[config.mk]
export PLATFORM = sky130hd
export DESIGN_NAME = line_lexer_token_stream_core
export DESIGN_NICKNAME = d
export VERILOG_FILES = /design/src/hdl/llts_pkg.sv /design/src/hdl/llts_front.sv /design/src/hdl/llts_queue.sv /design/src/hdl/line_lexer_token_stream_core.sv
export SDC_FILE = /design/constraint.sdc
export NUM_CORES = 1
export LEC_CHECK = 0
export BUFFER_PORTS_ARGS = -buffer_cell sky130_fd_sc_hd__buf_2
export CAP_MARGIN = 0
export CORE_MARGIN = 3
export CORE_UTILIZATION = 60
export CTS_CLUSTER_SIZE = 12
export DETAILED_ROUTE_END_ITERATION = 6
export GPL_ROUTABILITY_DRIVEN = 0
export GPL_TIMING_DRIVEN = 0
export PLACE_DENSITY = 0.77
export SLEW_MARGIN = 20
export SYNTH_ARGS = -nofsm -noshare
export SYNTH_HDL_FRONTEND = slang
export SYNTH_HIERARCHICAL = 1
export SYNTH_SLANG_ARGS = --single-unit
[constraint.sdc]
create_clock -name clk -period 17.6 [get_ports clk]
set_clock_uncertainty 0.2 [all_clocks]
set_input_delay 3.52 -clock clk [delete_from_list [all_inputs] [get_ports clk]]
set_output_delay 3.52 -clock clk [all_outputs]
set_load 0.02 [all_outputs]
[src/hdl/llts_pkg.sv]
// Shared types, codes and character constants for the line lexer token stream.
`timescale 1ns / 1ps
`default_nettype none

package llts_pkg;

  // Default sizes handed to the top level.
  localparam int LINE_BITS_DEFAULT   = 16;
  localparam int QUEUE_DEPTH_DEFAULT = 4;

  // Integer token values are 63 bits wide and limited to 2^63-1.
  localparam int                 NUM_BITS  = 63;
  localparam logic [NUM_BITS-1:0] VALUE_MAX = '1;

  // Characters the lexer looks for.
  localparam logic [7:0] CH_COMMA     = 8'h2C;
  localparam logic [7:0] CH_LPAREN    = 8'h28;
  localparam logic [7:0] CH_RPAREN    = 8'h29;
  localparam logic [7:0] CH_DOT       = 8'h2E;
  localparam logic [7:0] CH_HASH      = 8'h23;
  localparam logic [7:0] CH_QUOTE     = 8'h22;
  localparam logic [7:0] CH_BACKSLASH = 8'h5C;
  localparam logic [7:0] CH_N_LOWER   = 8'h6E;
  localparam logic [7:0] CH_T_LOWER   = 8'h74;
  localparam logic [7:0] CH_X_LOWER   = 8'h78;
  localparam logic [7:0] CH_X_UPPER   = 8'h58;
  localparam logic [7:0] CH_ZERO      = 8'h30;
  localparam logic [7:0] CH_NINE      = 8'h39;
  localparam logic [7:0] CH_A_LOWER   = 8'h61;
  localparam logic [7:0] CH_F_LOWER   = 8'h66;
  localparam logic [7:0] CH_A_UPPER   = 8'h41;
  localparam logic [7:0] CH_F_UPPER   = 8'h46;
  localparam logic [7:0] CH_SPACE     = 8'h20;
  localparam logic [7:0] CH_TAB       = 8'h09;
  localparam logic [7:0] CH_NEWLINE   = 8'h0A;
  localparam logic [7:0] CH_CR        = 8'h0D;

  // Token kinds carried in each result.
  typedef enum logic [2:0] {
    KIND_IDENT  = 3'd0,
    KIND_INT    = 3'd1,
    KIND_SYMBOL = 3'd2,
    KIND_STRING = 3'd3,
    KIND_ERROR  = 3'd4
  } token_kind_t;

  // Error codes carried in error results.
  typedef enum logic [1:0] {
    ERR_NONE         = 2'd0,
    ERR_UNTERMINATED = 2'd1,
    ERR_BAD_ESCAPE   = 2'd2,
    ERR_RANGE        = 2'd3
  } error_code_t;

  // Lexer modes between input bytes.
  typedef enum logic [2:0] {
    MODE_IDLE    = 3'd0,
    MODE_IDENT   = 3'd1,
    MODE_NUMBER  = 3'd2,
    MODE_STRING  = 3'd3,
    MODE_ESCAPE  = 3'd4,
    MODE_COMMENT = 3'd5
  } lex_mode_t;

  // Radix of the integer being read.
  typedef enum logic [1:0] {
    RADIX_8  = 2'd0,
    RADIX_10 = 2'd1,
    RADIX_16 = 2'd2
  } radix_t;

  // Where the integer reader stands in its prefix.
  typedef enum logic [1:0] {
    POS_NONE       = 2'd0,
    POS_AFTER_ZERO = 2'd1,
    POS_DIGITS     = 2'd2,
    POS_AFTER_X    = 2'd3
  } digit_pos_t;

  // One input transaction.
  typedef struct packed {
    logic [7:0] char_code;
    logic       line_end;
  } in_item_t;

  // One result transaction.
  typedef struct packed {
    token_kind_t         token_kind;
    logic [7:0]          char_value;
    logic                has_char;
    logic [NUM_BITS-1:0] number_value;
    logic                last_of_token;
    logic [15:0]         line_number;
    error_code_t         error_code;
  } result_t;

  // Up to two results written into the queue in one cycle.
  typedef struct packed {
    logic    valid0;
    logic    valid1;
    result_t entry0;
    result_t entry1;
  } queue_write_t;

endpackage

`default_nettype wire

[src/hdl/llts_front.sv]
// Front end: classifies each text byte, tracks the token state and emits results.
`timescale 1ns / 1ps
`default_nettype none

module llts_front #(
  parameter int LINE_BITS = llts_pkg::LINE_BITS_DEFAULT
) (
  input  wire                    clk,
  input  wire                    rst,
  input  wire                    accept,
  input  llts_pkg::in_item_t     item,
  output llts_pkg::queue_write_t wr
);

  localparam int LW = (LINE_BITS > 16) ? LINE_BITS : 16;

  // Hex digit value with a valid flag in the top bit.
  function automatic logic [4:0] hex_digit(input logic [7:0] c);
    logic [7:0] v;
    begin
      v = 8'd0;
      if (c >= llts_pkg::CH_ZERO && c <= llts_pkg::CH_NINE) begin
        v = c - llts_pkg::CH_ZERO;
        return {1'b1, v[3:0]};
      end else if (c >= llts_pkg::CH_A_LOWER && c <= llts_pkg::CH_F_LOWER) begin
        v = c - llts_pkg::CH_A_LOWER + 8'd10;
        return {1'b1, v[3:0]};
      end else if (c >= llts_pkg::CH_A_UPPER && c <= llts_pkg::CH_F_UPPER) begin
        v = c - llts_pkg::CH_A_UPPER + 8'd10;
        return {1'b1, v[3:0]};
      end
      return 5'd0;
    end
  endfunction

  // Builds one result record.
  function automatic llts_pkg::result_t make_result(
    input llts_pkg::token_kind_t        kind,
    input logic [7:0]                   ch,
    input logic                         has,
    input logic [llts_pkg::NUM_BITS-1:0] num,
    input logic                         last,
    input llts_pkg::error_code_t        err,
    input logic [15:0]                  line
  );
    llts_pkg::result_t r;
    begin
      r.token_kind    = kind;
      r.char_value    = ch;
      r.has_char      = has;
      r.number_value  = num;
      r.last_of_token = last;
      r.line_number   = line;
      r.error_code    = err;
      return r;
    end
  endfunction

  // Lexer state.
  llts_pkg::lex_mode_t           mode, mode_next;
  logic [7:0]                    held_char, held_char_next;
  logic                          held_valid, held_valid_next;
  logic [llts_pkg::NUM_BITS-1:0] accum, accum_next;
  llts_pkg::radix_t              radix, radix_next;
  llts_pkg::digit_pos_t          dpos, dpos_next;
  logic                          stopped, stopped_next;
  logic                          overflow, overflow_next;
  logic [LINE_BITS-1:0]          line_counter, line_counter_next;
  logic                          halted, halted_next;

  // Byte classification.
  logic [7:0] c;
  logic       is_space, is_punct, is_digit;
  logic [4:0] dig;
  logic [LW-1:0] line_wide;
  logic [15:0]   line_out;

  assign c         = item.char_code;
  assign is_space  = (c == llts_pkg::CH_SPACE) || (c >= llts_pkg::CH_TAB && c <= llts_pkg::CH_CR);
  assign is_punct  = (c == llts_pkg::CH_COMMA) || (c == llts_pkg::CH_LPAREN) ||
                     (c == llts_pkg::CH_RPAREN) || (c == llts_pkg::CH_DOT);
  assign is_digit  = (c >= llts_pkg::CH_ZERO) && (c <= llts_pkg::CH_NINE);
  assign dig       = hex_digit(c);

  // Line number as reported, clamped to 16 bits.
  assign line_wide = LW'(line_counter);
  assign line_out  = (line_wide > LW'(16'hFFFF)) ? 16'hFFFF : line_wide[15:0];

  // The result that ends an identifier or integer in progress.
  logic              word_valid, word_error;
  llts_pkg::result_t word_entry;

  always_comb begin
    word_valid = 1'b0;
    word_error = 1'b0;
    word_entry = make_result(llts_pkg::KIND_IDENT, held_char, 1'b1, '0, 1'b1,
                             llts_pkg::ERR_NONE, line_out);
    if (mode == llts_pkg::MODE_IDENT) begin
      word_valid = held_valid;
    end else if (mode == llts_pkg::MODE_NUMBER) begin
      word_valid = 1'b1;
      if (overflow) begin
        word_error = 1'b1;
        word_entry = make_result(llts_pkg::KIND_ERROR, 8'd0, 1'b0, '0, 1'b1,
                                 llts_pkg::ERR_RANGE, line_out);
      end else begin
        word_entry = make_result(llts_pkg::KIND_INT, 8'd0, 1'b0, accum, 1'b1,
                                 llts_pkg::ERR_NONE, line_out);
      end
    end
  end

  // Integer accumulation: one constant-radix multiply-add with a range check.
  logic [llts_pkg::NUM_BITS-1:0] acc_accum;
  llts_pkg::radix_t              acc_radix, eff_radix;
  llts_pkg::digit_pos_t          acc_pos;
  logic                          acc_stop, acc_ovf, check;
  logic [4:0]                    radix_limit;
  logic [llts_pkg::NUM_BITS+3:0] acc_wide, product, sum;

  always_comb begin
    acc_wide = {4'd0, accum};
    unique case (eff_radix)
      llts_pkg::RADIX_8:  product = acc_wide << 3;
      llts_pkg::RADIX_16: product = acc_wide << 4;
      default:            product = (acc_wide << 3) + (acc_wide << 1);
    endcase
    sum = product + (llts_pkg::NUM_BITS + 4)'(dig[3:0]);
  end

  always_comb begin
    acc_accum = accum;
    acc_radix = radix;
    acc_pos   = dpos;
    acc_stop  = stopped;
    acc_ovf   = overflow;
    eff_radix = radix;
    check     = 1'b0;
    if (!stopped) begin
      unique case (dpos)
        llts_pkg::POS_AFTER_ZERO: begin
          if (c == llts_pkg::CH_X_LOWER || c == llts_pkg::CH_X_UPPER) begin
            acc_radix = llts_pkg::RADIX_16;
            acc_pos   = llts_pkg::POS_AFTER_X;
          end else begin
            acc_radix = llts_pkg::RADIX_8;
            acc_pos   = llts_pkg::POS_DIGITS;
            eff_radix = llts_pkg::RADIX_8;
            check     = 1'b1;
          end
        end
        llts_pkg::POS_AFTER_X: begin
          if (dig[4]) begin
            acc_accum = llts_pkg::NUM_BITS'(dig[3:0]);
            acc_pos   = llts_pkg::POS_DIGITS;
          end else begin
            acc_stop = 1'b1;
          end
        end
        default: check = 1'b1;
      endcase
    end
    unique case (eff_radix)
      llts_pkg::RADIX_8:  radix_limit = 5'd8;
      llts_pkg::RADIX_16: radix_limit = 5'd16;
      default:            radix_limit = 5'd10;
    endcase
    if (check) begin
      if (!dig[4] || ({1'b0, dig[3:0]} >= radix_limit)) begin
        acc_stop = 1'b1;
      end else if (!overflow) begin
        if (sum > {4'd0, llts_pkg::VALUE_MAX}) begin
          acc_ovf = 1'b1;
        end else begin
          acc_accum = sum[llts_pkg::NUM_BITS-1:0];
        end
      end
    end
  end

  // Escape translation inside strings.
  logic [7:0] esc_char;
  logic       esc_ok;

  always_comb begin
    esc_ok   = 1'b1;
    esc_char = c;
    if (c == llts_pkg::CH_N_LOWER) begin
      esc_char = llts_pkg::CH_NEWLINE;
    end else if (c == llts_pkg::CH_T_LOWER) begin
      esc_char = llts_pkg::CH_TAB;
    end else if (c != llts_pkg::CH_BACKSLASH && c != llts_pkg::CH_QUOTE) begin
      esc_ok = 1'b0;
    end
  end

  // Next state and results for one accepted transaction.
  always_comb begin
    mode_next         = mode;
    held_char_next    = held_char;
    held_valid_next   = held_valid;
    accum_next        = accum;
    radix_next        = radix;
    dpos_next         = dpos;
    stopped_next      = stopped;
    overflow_next     = overflow;
    line_counter_next = line_counter;
    halted_next       = halted;
    wr                = '0;

    if (accept && !halted) begin
      if (item.line_end) begin
        // End of line closes words and is an error inside a string.
        held_valid_next = 1'b0;
        mode_next       = llts_pkg::MODE_IDLE;
        if (line_counter != '1) begin
          line_counter_next = line_counter + 1'b1;
        end
        if (mode == llts_pkg::MODE_STRING || mode == llts_pkg::MODE_ESCAPE) begin
          wr.valid0   = 1'b1;
          wr.entry0   = make_result(llts_pkg::KIND_ERROR, 8'd0, 1'b0, '0, 1'b1,
                                    llts_pkg::ERR_UNTERMINATED, line_out);
          halted_next = 1'b1;
        end else begin
          wr.valid0   = word_valid;
          wr.entry0   = word_entry;
          halted_next = word_error;
        end
      end else begin
        unique case (mode)
          llts_pkg::MODE_COMMENT: begin
          end
          llts_pkg::MODE_STRING: begin
            if (c == llts_pkg::CH_QUOTE) begin
              wr.valid0       = 1'b1;
              wr.entry0       = make_result(llts_pkg::KIND_STRING,
                                            held_valid ? held_char : 8'd0, held_valid,
                                            '0, 1'b1, llts_pkg::ERR_NONE, line_out);
              held_valid_next = 1'b0;
              mode_next       = llts_pkg::MODE_IDLE;
            end else if (c == llts_pkg::CH_BACKSLASH) begin
              mode_next = llts_pkg::MODE_ESCAPE;
            end else begin
              wr.valid0       = held_valid;
              wr.entry0       = make_result(llts_pkg::KIND_STRING, held_char, 1'b1, '0,
                                            1'b0, llts_pkg::ERR_NONE, line_out);
              held_char_next  = c;
              held_valid_next = 1'b1;
            end
          end
          llts_pkg::MODE_ESCAPE: begin
            if (esc_ok) begin
              wr.valid0       = held_valid;
              wr.entry0       = make_result(llts_pkg::KIND_STRING, held_char, 1'b1, '0,
                                            1'b0, llts_pkg::ERR_NONE, line_out);
              held_char_next  = esc_char;
              held_valid_next = 1'b1;
              mode_next       = llts_pkg::MODE_STRING;
            end else begin
              wr.valid0       = 1'b1;
              wr.entry0       = make_result(llts_pkg::KIND_ERROR, 8'd0, 1'b0, '0, 1'b1,
                                            llts_pkg::ERR_BAD_ESCAPE, line_out);
              halted_next     = 1'b1;
              held_valid_next = 1'b0;
              mode_next       = llts_pkg::MODE_IDLE;
            end
          end
          llts_pkg::MODE_IDENT, llts_pkg::MODE_NUMBER: begin
            if (is_space || is_punct || c == llts_pkg::CH_HASH) begin
              // The word ends; a symbol adds its own result, a hash opens a comment.
              wr.valid0       = word_valid;
              wr.entry0       = word_entry;
              halted_next     = word_error;
              held_valid_next = 1'b0;
              mode_next       = llts_pkg::MODE_IDLE;
              if (!word_error) begin
                if (is_punct) begin
                  wr.valid1 = 1'b1;
                  wr.entry1 = make_result(llts_pkg::KIND_SYMBOL, c, 1'b1, '0, 1'b1,
                                          llts_pkg::ERR_NONE, line_out);
                end else if (c == llts_pkg::CH_HASH) begin
                  mode_next = llts_pkg::MODE_COMMENT;
                end
              end
            end else if (mode == llts_pkg::MODE_IDENT) begin
              wr.valid0       = 1'b1;
              wr.entry0       = make_result(llts_pkg::KIND_IDENT, held_char, 1'b1, '0,
                                            1'b0, llts_pkg::ERR_NONE, line_out);
              held_char_next  = c;
              held_valid_next = 1'b1;
            end else begin
              accum_next    = acc_accum;
              radix_next    = acc_radix;
              dpos_next     = acc_pos;
              stopped_next  = acc_stop;
              overflow_next = acc_ovf;
            end
          end
          default: begin
            // Between tokens: pick what kind of token this byte opens.
            mode_next = llts_pkg::MODE_IDLE;
            if (is_space) begin
            end else if (c == llts_pkg::CH_QUOTE) begin
              held_valid_next = 1'b0;
              mode_next       = llts_pkg::MODE_STRING;
            end else if (is_punct) begin
              wr.valid0 = 1'b1;
              wr.entry0 = make_result(llts_pkg::KIND_SYMBOL, c, 1'b1, '0, 1'b1,
                                      llts_pkg::ERR_NONE, line_out);
            end else if (is_digit) begin
              accum_next    = llts_pkg::NUM_BITS'(dig[3:0]);
              radix_next    = llts_pkg::RADIX_10;
              dpos_next     = (c == llts_pkg::CH_ZERO) ? llts_pkg::POS_AFTER_ZERO
                                                       : llts_pkg::POS_DIGITS;
              stopped_next  = 1'b0;
              overflow_next = 1'b0;
              mode_next     = llts_pkg::MODE_NUMBER;
            end else begin
              held_char_next  = c;
              held_valid_next = 1'b1;
              mode_next       = llts_pkg::MODE_IDENT;
            end
          end
        endcase
      end
    end
  end

  // State registers.
  always_ff @(posedge clk) begin
    if (rst) begin
      mode         <= llts_pkg::MODE_IDLE;
      held_char    <= 8'd0;
      held_valid   <= 1'b0;
      accum        <= '0;
      radix        <= llts_pkg::RADIX_10;
      dpos         <= llts_pkg::POS_NONE;
      stopped      <= 1'b0;
      overflow     <= 1'b0;
      line_counter <= LINE_BITS'(1);
      halted       <= 1'b0;
    end else begin
      mode         <= mode_next;
      held_char    <= held_char_next;
      held_valid   <= held_valid_next;
      accum        <= accum_next;
      radix        <= radix_next;
      dpos         <= dpos_next;
      stopped      <= stopped_next;
      overflow     <= overflow_next;
      line_counter <= line_counter_next;
      halted       <= halted_next;
    end
  end

endmodule

`default_nettype wire

[src/hdl/llts_queue.sv]
// Back end: result queue that takes up to two results a cycle and hands out one.
`timescale 1ns / 1ps
`default_nettype none

module llts_queue #(
  parameter int DEPTH = llts_pkg::QUEUE_DEPTH_DEFAULT
) (
  input  wire                    clk,
  input  wire                    rst,
  input  llts_pkg::queue_write_t wr,
  output logic                   full,
  output logic                   empty,
  input  wire                    pop,
  output llts_pkg::result_t      result
);

  localparam int PW = (DEPTH > 1) ? $clog2(DEPTH) : 1;
  localparam int CW = $clog2(DEPTH + 1);

  llts_pkg::result_t entries [DEPTH];
  logic [PW-1:0]     head, tail, tail_plus1;
  logic [CW-1:0]     count;
  logic              pop_ok, we_a, we_b;
  logic [1:0]        n_wr;
  llts_pkg::result_t data_a;

  function automatic logic [PW-1:0] wrap_inc(input logic [PW-1:0] p);
    begin
      return (p == PW'(DEPTH - 1)) ? '0 : p + 1'b1;
    end
  endfunction

  // Write side: the first valid result goes to the tail, a second one after it.
  assign tail_plus1 = wrap_inc(tail);
  assign we_a       = wr.valid0 | wr.valid1;
  assign we_b       = wr.valid0 & wr.valid1;
  assign data_a     = wr.valid0 ? wr.entry0 : wr.entry1;
  assign n_wr       = {1'b0, wr.valid0} + {1'b0, wr.valid1};

  // Read side and status.
  assign pop_ok = pop && !empty;
  assign empty  = (count == '0);
  assign full   = (count > CW'(DEPTH - 2));
  assign result = entries[head];

  always_ff @(posedge clk) begin
    if (we_a) begin
      entries[tail] <= data_a;
    end
    if (we_b) begin
      entries[tail_plus1] <= wr.entry1;
    end
  end

  // Pointers and fill count.
  always_ff @(posedge clk) begin
    if (rst) begin
      head  <= '0;
      tail  <= '0;
      count <= '0;
    end else begin
      if (pop_ok) begin
        head <= wrap_inc(head);
      end
      if (we_b) begin
        tail <= wrap_inc(tail_plus1);
      end else if (we_a) begin
        tail <= tail_plus1;
      end
      count <= count + CW'(n_wr) - CW'(pop_ok);
    end
  end

endmodule

`default_nettype wire

[src/hdl/line_lexer_token_stream_core.sv]
// A byte's results are written into the queue at the clock edge that accepts the byte.
// Throughput: one byte per cycle; full rises while fewer than two queue slots are free, and
// results leave the queue one per cycle, so bytes that give two results drain at one per cycle.
// After an error result the lexer halts and takes bytes without producing results until reset.
// Reset is synchronous: it empties the queue, clears the lexer state and sets the line to one.
// Top level of the line lexer token stream: front lexer feeding the result queue.
`timescale 1ns / 1ps
`default_nettype none

module line_lexer_token_stream_core #(
  parameter int LINE_BITS   = llts_pkg::LINE_BITS_DEFAULT,
  parameter int QUEUE_DEPTH = llts_pkg::QUEUE_DEPTH_DEFAULT
) (
  input  wire                clk,
  input  wire                rst,
  input  wire                push,
  output logic               full,
  input  llts_pkg::in_item_t item,
  output logic               empty,
  input  wire                pop,
  output llts_pkg::result_t  result
);

  llts_pkg::queue_write_t wr;
  logic                   accept;

  // An input transaction completes when push meets a queue with room for two results.
  assign accept = push && !full;

  llts_front #(
    .LINE_BITS(LINE_BITS)
  ) u_front (
    .clk    (clk),
    .rst    (rst),
    .accept (accept),
    .item   (item),
    .wr     (wr)
  );

  llts_queue #(
    .DEPTH(QUEUE_DEPTH)
  ) u_queue (
    .clk    (clk),
    .rst    (rst),
    .wr     (wr),
    .full   (full),
    .empty  (empty),
    .pop    (pop),
    .result (result)
  );

endmodule

`default_nettype wire

==> flow_summary.yaml, run 1 <==
run_status:
  status: "complete, but fails checks"
  violations: "DRC"
clock_network:
  post_cts_buffers: 0
  h-tree-depth: 2
  cts_buffers: 49
  cts_tree: "built"
  clockBufferDepth: 3
  path_clk_slew_ns: 0.06
  cts-root-buf: "clkbuf_16"
  cts_hold_buf: 0
  cts_resized: 0
  cts.sinks: 483
  insertion_delay_ns: 0.59
finish:
  drive_gt1_share_pct: 27.7
  layout_common_cells: "edfxtp_1 (376), mux2_4 (240), nor2_1 (208)"
  stdcell_count: 3985
  area_growth_pct: 11.6
  utilization_pct: 68.0
  final_common_cell: "edfxtp_1"
  num-nets-final: 3295
floorplan:
  initial_utilization_pct: 60.9
  core_area_um2: 55300
  fp.dieW_um: 243
  io_pins: 109
  num_rows: 86
  die_area_um2: 59100
  die_height_um: 243
sta:
  relSlewSlack_pct: 31.3
  tightest_slew_ns: 1.02
  timing.fmax_mhz: 82.2
  rsz0062_at_grt: "false"
  min_period_over_period_pct: 69.1
  hold_violations: 0
  finalSetupViolations: 0
  slew_viol_final: 0
  finalWorstPathRequiredPeriod_ns: 12.16
power:
  power_frac_seq_pct: 43.4
  p_sw_uw: 807
  p_per_area_nw_per_um2: 77.6
  switching_share_pct: 27.7
  power_frac_comb_pct: 23.2
  clockPowerShare_pct: 33.3
  intPower_uw: 2110
  ir_drop_uv: 63.8
  leakage_uw: 0.0141
synthesis:
  synth_area_leaders: "edfxtp_1 (34%), mux2_4 (11%), dfxtp_1 (6.4%), mux4_2 (6.3%), mux2_2 (4.6%)"
  synth_ff_type: "edfxtp_1"
  synthArstFlopShare_pct: 0
  yosysUniqueCellTypes: 110
  synth_edf_count: 376
  ys_seq_area_share_pct: 39.9
  synthCells: 2943
  ys_ff_latch: 483
  synth_top_area_cell: "edfxtp_1"
  syn-cell-area_um2: 33700
  post-synth-top-area-fraction_pct: 33.5
  synth.avg_cell_area_um2: 11.5
  yosys_warnings: 6
critical_path:
  cp_data_arrival_time_ns: 12.41
  critPathTopFamily: "buffers and inverters"
  crit_buf_inv: 13
  critPathRequiredTime_ns: 17.85
  cp-start-kind: "primary input"
  worst_setup_path_end_kind: "register"
  worstSetupPathType: "primary input to register"
  critPathMaxFanout: 10
  max_stage_delay_ns: 0.67
  cp_slowest_cell: "clkbuf_1"
  critPathMostFrequentCell: "buf_2"
global_route:
  grt_use_total_pct: 31.7
  grt_max_degree: 20
  grt_pass1_wl_um: 147000
  grt_antenna_before_repair: 3
  grt_pass1_vias: 25996
  grt_overflow: 0
route:
  drtIter0Drc: 3191
  post_drt_wl_per_cell_um: 24.1
  antenna_left: 0
  drt_first_pass_iters: 7
  drt-total-wl_um: 95900
  drc: 12
  num_vias: 26302
  vias_per_cell: 6.60
placement:
  dp.cells: 3893
  dp_hpwl_um: 70700
  port-buffer-count: 108
job:
  maxCapViolations: 0
hold_path:
  hp-class: "register to register"
==> final timing paths <==
| check | from | endpoint | slack [ns] | depth (start not counted) |
|---|---|---|---|---|
| max reg2reg | u_front/radix[0] | u_front/accum[61] | 8.53 | 27 |
| min reg2reg | u_front/held_char[7] | u_front/held_char[7] | 0.29 | 2 |
| max | item[1] | u_front/accum[61] | 5.44 | 31 |
| min | u_front/held_char[7] | u_front/held_char[7] | 0.29 | 2 |
==> sequential cells by signal, indices dropped and copies added, names as in the netlist, named ones only <==
| register | cells |
|---|---|
| u_queue/count | 3 |
| u_front/held_valid | 1 |
| u_queue/tail | 2 |
| u_front/halted | 1 |
| u_queue/head | 2 |
| u_queue/entries | 376 |
| u_front/overflow | 1 |
| u_front/stopped | 1 |
| u_front/dpos | 2 |
| u_front/accum | 63 |
| u_front/mode | 3 |
| u_front/held_char | 8 |
| u_front/radix | 2 |
| u_front/line_counter | 16 |
==> cells in the mapped netlist, drive strengths merged, types with 20 or more instances <==
| master | instances |
|---|---|
| mux2 | 379 |
| edfxtp | 376 |
| nor2 | 211 |
| nand2 | 196 |
| buf | 185 |
| a21oi | 158 |
| o21ai | 116 |
| and2 | 113 |
| dfxtp | 107 |
| mux4 | 94 |
| ha | 82 |
| clkbuf | 70 |
| nor3 | 65 |
| xnor2 | 62 |
| a22o | 60 |
| nand3 | 49 |
| nand4 | 49 |
| o22ai | 47 |
| xor2 | 41 |
| inv | 36 |
| nor4 | 35 |
| a21o | 26 |
| mux2i | 26 |
| or3 | 25 |
| a31oi | 23 |
| o21a | 21 |
| o211ai | 20 |
==> through the flow <==
step | TNS [ns] | area [um^2] | power (uW) | hold WS (ns) | worst slack, ns
finish | 0 | 37600 | 2920 | 0.295 | 5.44
global route | 0 | 37600 | 3010 | 0.304 | 5.44
CTS | 0 | 37600 | 2930 | 0.282 | 5.84
detailed placement | 0 | 36100 | 1960 | 0.267 | 5.25
global placement | -1054.20 | 35400 | 1950 | 0.265 | -2.98
floorplan | 0 | 34000 | 1780 | 0.246 | 4.37
==> power groups by stage <==
stage	logic, uW	clock network [uW]	registers (uW)
floorplan	494	0	1290
global placement	652	0	1300
detailed placement	671	0	1290
CTS	675	986	1270
global route	715	1030	1270
finish	677	972	1270
==> tightest hold or removal path, delay by kind of cell, from the launching register on <==
kind,cells,cell delay (ns)
muxes,1,0.07
DFF,1,0.32
and+or+nand+nor,1,0.07
==> routing by layer <==
metal | share of wire (%) | global-route usage, % | vias to the layer above
met5 | 0 | 0 | -
met4 | 5.0 | 15.3 | 0
met3 | 8.7 | 4.73 | 332
met2 | 47 | 52.3 | 1474
met1 | 39 | 41.2 | 12806
li1 | - | - | 11690
==> area by class of cell <==
cell class                 count  area, um^2
fill                        4039       17700
timing repair buffer         133        1180
clock buffer                  78        1370
clock inverter                10        92.6
buffer                       255        1900
multi-input combinational   2238       18600
tap                          748         936
inverter                      36         135
sequential                   483       13400
antenna                        4        10.0
==> cells by family (layout without fill, tap and decap cells) <==
kind of cell / after synthesis / after routing / synth area share [%]
xor+xnor: 103 / 103 / 2.70
compound gates: 630 / 630 / 12.9
fa+ha+maj: 86 / 86 / 3.28
flops: 483 / 483 / 39.9
simple gates: 850 / 850 / 12.8
mux: 499 / 499 / 22.4
other cells: 1 / 74 / 0.0111
buf+inv: 291 / 512 / 6.04
Power figures use the tool's default switching activity.
==> inputs of run 2 (changes only) <==
--- a/config.mk
+++ b/config.mk
@@ -8,12 +8,12 @@
 export BUFFER_PORTS_ARGS = -buffer_cell sky130_fd_sc_hd__buf_2
 export CAP_MARGIN = 0
 export CORE_MARGIN = 3
-export CORE_UTILIZATION = 60
+export CORE_UTILIZATION = 58
 export CTS_CLUSTER_SIZE = 12
 export DETAILED_ROUTE_END_ITERATION = 6
 export GPL_ROUTABILITY_DRIVEN = 0
 export GPL_TIMING_DRIVEN = 0
-export PLACE_DENSITY = 0.77
+export PLACE_DENSITY = 0.78
 export SLEW_MARGIN = 20
 export SYNTH_ARGS = -nofsm -noshare
 export SYNTH_HDL_FRONTEND = slang
==> constraint.sdc (replaced) <==
create_clock -name clk -period 9.8 [get_ports clk]
set_clock_uncertainty 0.2 [all_clocks]
set_input_delay 1.96 -clock clk [delete_from_list [all_inputs] [get_ports clk]]
set_output_delay 1.96 -clock clk [all_outputs]
set_load 0.02 [all_outputs]
==> flow_summary.yaml, run 2 (same netlist as run 1, synthesis figures left out) <==
floorplan:
  num_rows: 87
  die_area_um2: 61000
  die_height_um: 247
  fp.dieW_um: 247
  initial_utilization_pct: 59.2
  core_area_um2: 56900
  io_pins: 109
critical_path:
  critPathMaxFanout: 19
  cp_data_arrival_time_ns: 9.53
  cp-start-kind: "primary input"
  worst_setup_path_end_kind: "register"
  cp_slowest_cell: "or4_1"
  critPathMostFrequentCell: "buf_2"
  worstSetupPathType: "primary input to register"
  max_stage_delay_ns: 0.59
  critPathRequiredTime_ns: 10.05
  crit_buf_inv: 11
  critPathTopFamily: "buffers and inverters"
placement:
  dp_hpwl_um: 71600
  pre_cts_ws_ns: -0.851
  port-buffer-count: 108
  dp.cells: 3900
global_route:
  grt_max_degree: 21
  grt_pass1_vias: 26263
  grt_use_total_pct: 31.2
  grt_antenna_before_repair: 1
  grt_overflow: 0
  grt_pass1_wl_um: 149000
sta:
  finalSetupViolations: 0
  slew_viol_final: 0
  relSlewSlack_pct: 21.2
  finalWorstPathRequiredPeriod_ns: 9.28
  rsz0062_at_grt: "false"
  tightest_slew_ns: 1.17
  hold_violations: 0
  whs_ns: 0.290
  timing.fmax_mhz: 108
  setup_tns_ns: 0
  min_period_over_period_pct: 94.7
  setup_ws_ns: 0.518
finish:
  stdcell_count: 3985
  seqCellArea_um2: 13400
  num-nets-final: 3291
  regMostFlops: "u_queue/entries"
  multi_input_area_um2: 18600
  largest_reg_flops: 376
  fillers: 4109
  final_common_cell: "edfxtp_1"
  top_regs: "u_queue/entries: 376 flops, u_front/accum: 63 flops, u_front/line_counter: 16 flops"
  area_growth_pct: 11.6
  layout_common_cells: "edfxtp_1 (376), mux2_4 (240), nor2_1 (208)"
  drive_gt1_share_pct: 27.9
clock_network:
  post_cts_buffers: 0
  cts-root-buf: "clkbuf_16"
  cts_tree: "built"
  clockBufferDepth: 3
  path_clk_slew_ns: 0.06
  cts_buffers: 48
  insertion_delay_ns: 0.57
  cts.sinks: 483
  h-tree-depth: 2
route:
  drtIter0Drc: 3122
  wl_met1_um: 37400
  antenna_left: 0
  wl_met2_um: 45500
  dr_wl_met3_um: 9260
  vias_per_cell: 6.61
  drt-total-wl_um: 97000
  num_vias: 26340
  drt_first_pass_iters: 6
  top_layer: "met4"
  post_drt_wl_per_cell_um: 24.3
  drc: 0
power:
  p_per_area_nw_per_um2: 140
  leakage_uw: 0.0141
  ir_drop_uv: 136
  p_total_uw: 5260
hold_path:
  hp-class: "register to register"
job:
  maxCapViolations: 0
run_status:
  status: "finished clean"
-- run 2: cell count changes in the layout (fill, tap and decap cells not counted), moves of 2 or more --
| cell | change |
|---|---|
| clkbuf_1 | -5 |
| clkbuf_2 | +2 |
| clkbuf_8 | +4 |
| clkinv_1 | -2 |
| clkinvlp_4 | -2 |
-- run 2: path summary, 6_finish.rpt --
check,from,endpoint,depth (start not counted),slack (ns)
worst max-delay path,item[1],u_front/accum[51],29,0.52
worst min-delay path,u_front/held_char[6],u_front/held_char[6],2,0.29
worst max register to register,u_front/radix[0],u_front/accum[51],25,1.95
worst min register to register,u_front/held_char[6],u_front/held_char[6],2,0.29
-- run 2: cell type report --
class,count,area share (%)
Multi-Input combinational cell,2238,49.3
Sequential cell,483,35.7
Buffer,253,5.04
Clock buffer,79,3.70
Timing Repair Buffer,132,3.09
Tap cell,756,2.51
Inverter,36,0.359
Clock inverter,5,0.239
Antenna cell,3,0.0200
-- run 2: power by group --
group,internal (uW),switching [uW],total (uW)
combinational,557,663,1220
sequential,2250,24.5,2280
clock,1020,748,1770
total,3830,1440,5260
-- run 2: worst reg2reg max path, cell delays in order (launching register included) --
cell,delay (ns)
dfxtp_1,0.38
clkbuf_1,0.45
a22oi_4,0.20
inv_2,0.36
buf_2,0.37
buf_2,0.55
clkbuf_2,0.47
and2_1,0.20
ha_1,0.17
inv_1,0.06
fa_1,0.40
inv_1,0.07
a21oi_1,0.08
a211oi_2,0.23
and3_1,0.33
and4bb_1,0.29
nand4_1,0.26
or2_1,0.37
or4_1,0.59
o31a_1,0.28
o2111a_1,0.29
o211ai_2,0.48
nor2_2,0.12
buf_6,0.19
buf_6,0.15
a22o_1,0.19
-- run 2: what timing repair did --
item / 4_1_cts / 5_1_grt
gates resized for setup: 1 / 1
hold buffers: 0 / 0
endpoints found under the setup margin: 63 / 34
-- run 2: per-stage QoR --
step	utilization, %	cell area [um^2]
floorplan	-	34000
global placement	62.3	35400
detailed placement	63.5	36100
CTS	66.0	37600
global route	66.1	37600
finish	66.1	37600
-- run 2: metal layers --
layer	vias to the layer above	GRT usage, %
met5	-	0.0817
met4	0	13.8
met3	380	5.05
met2	1574	52.1
met1	12721	40.2
li1	11665	-
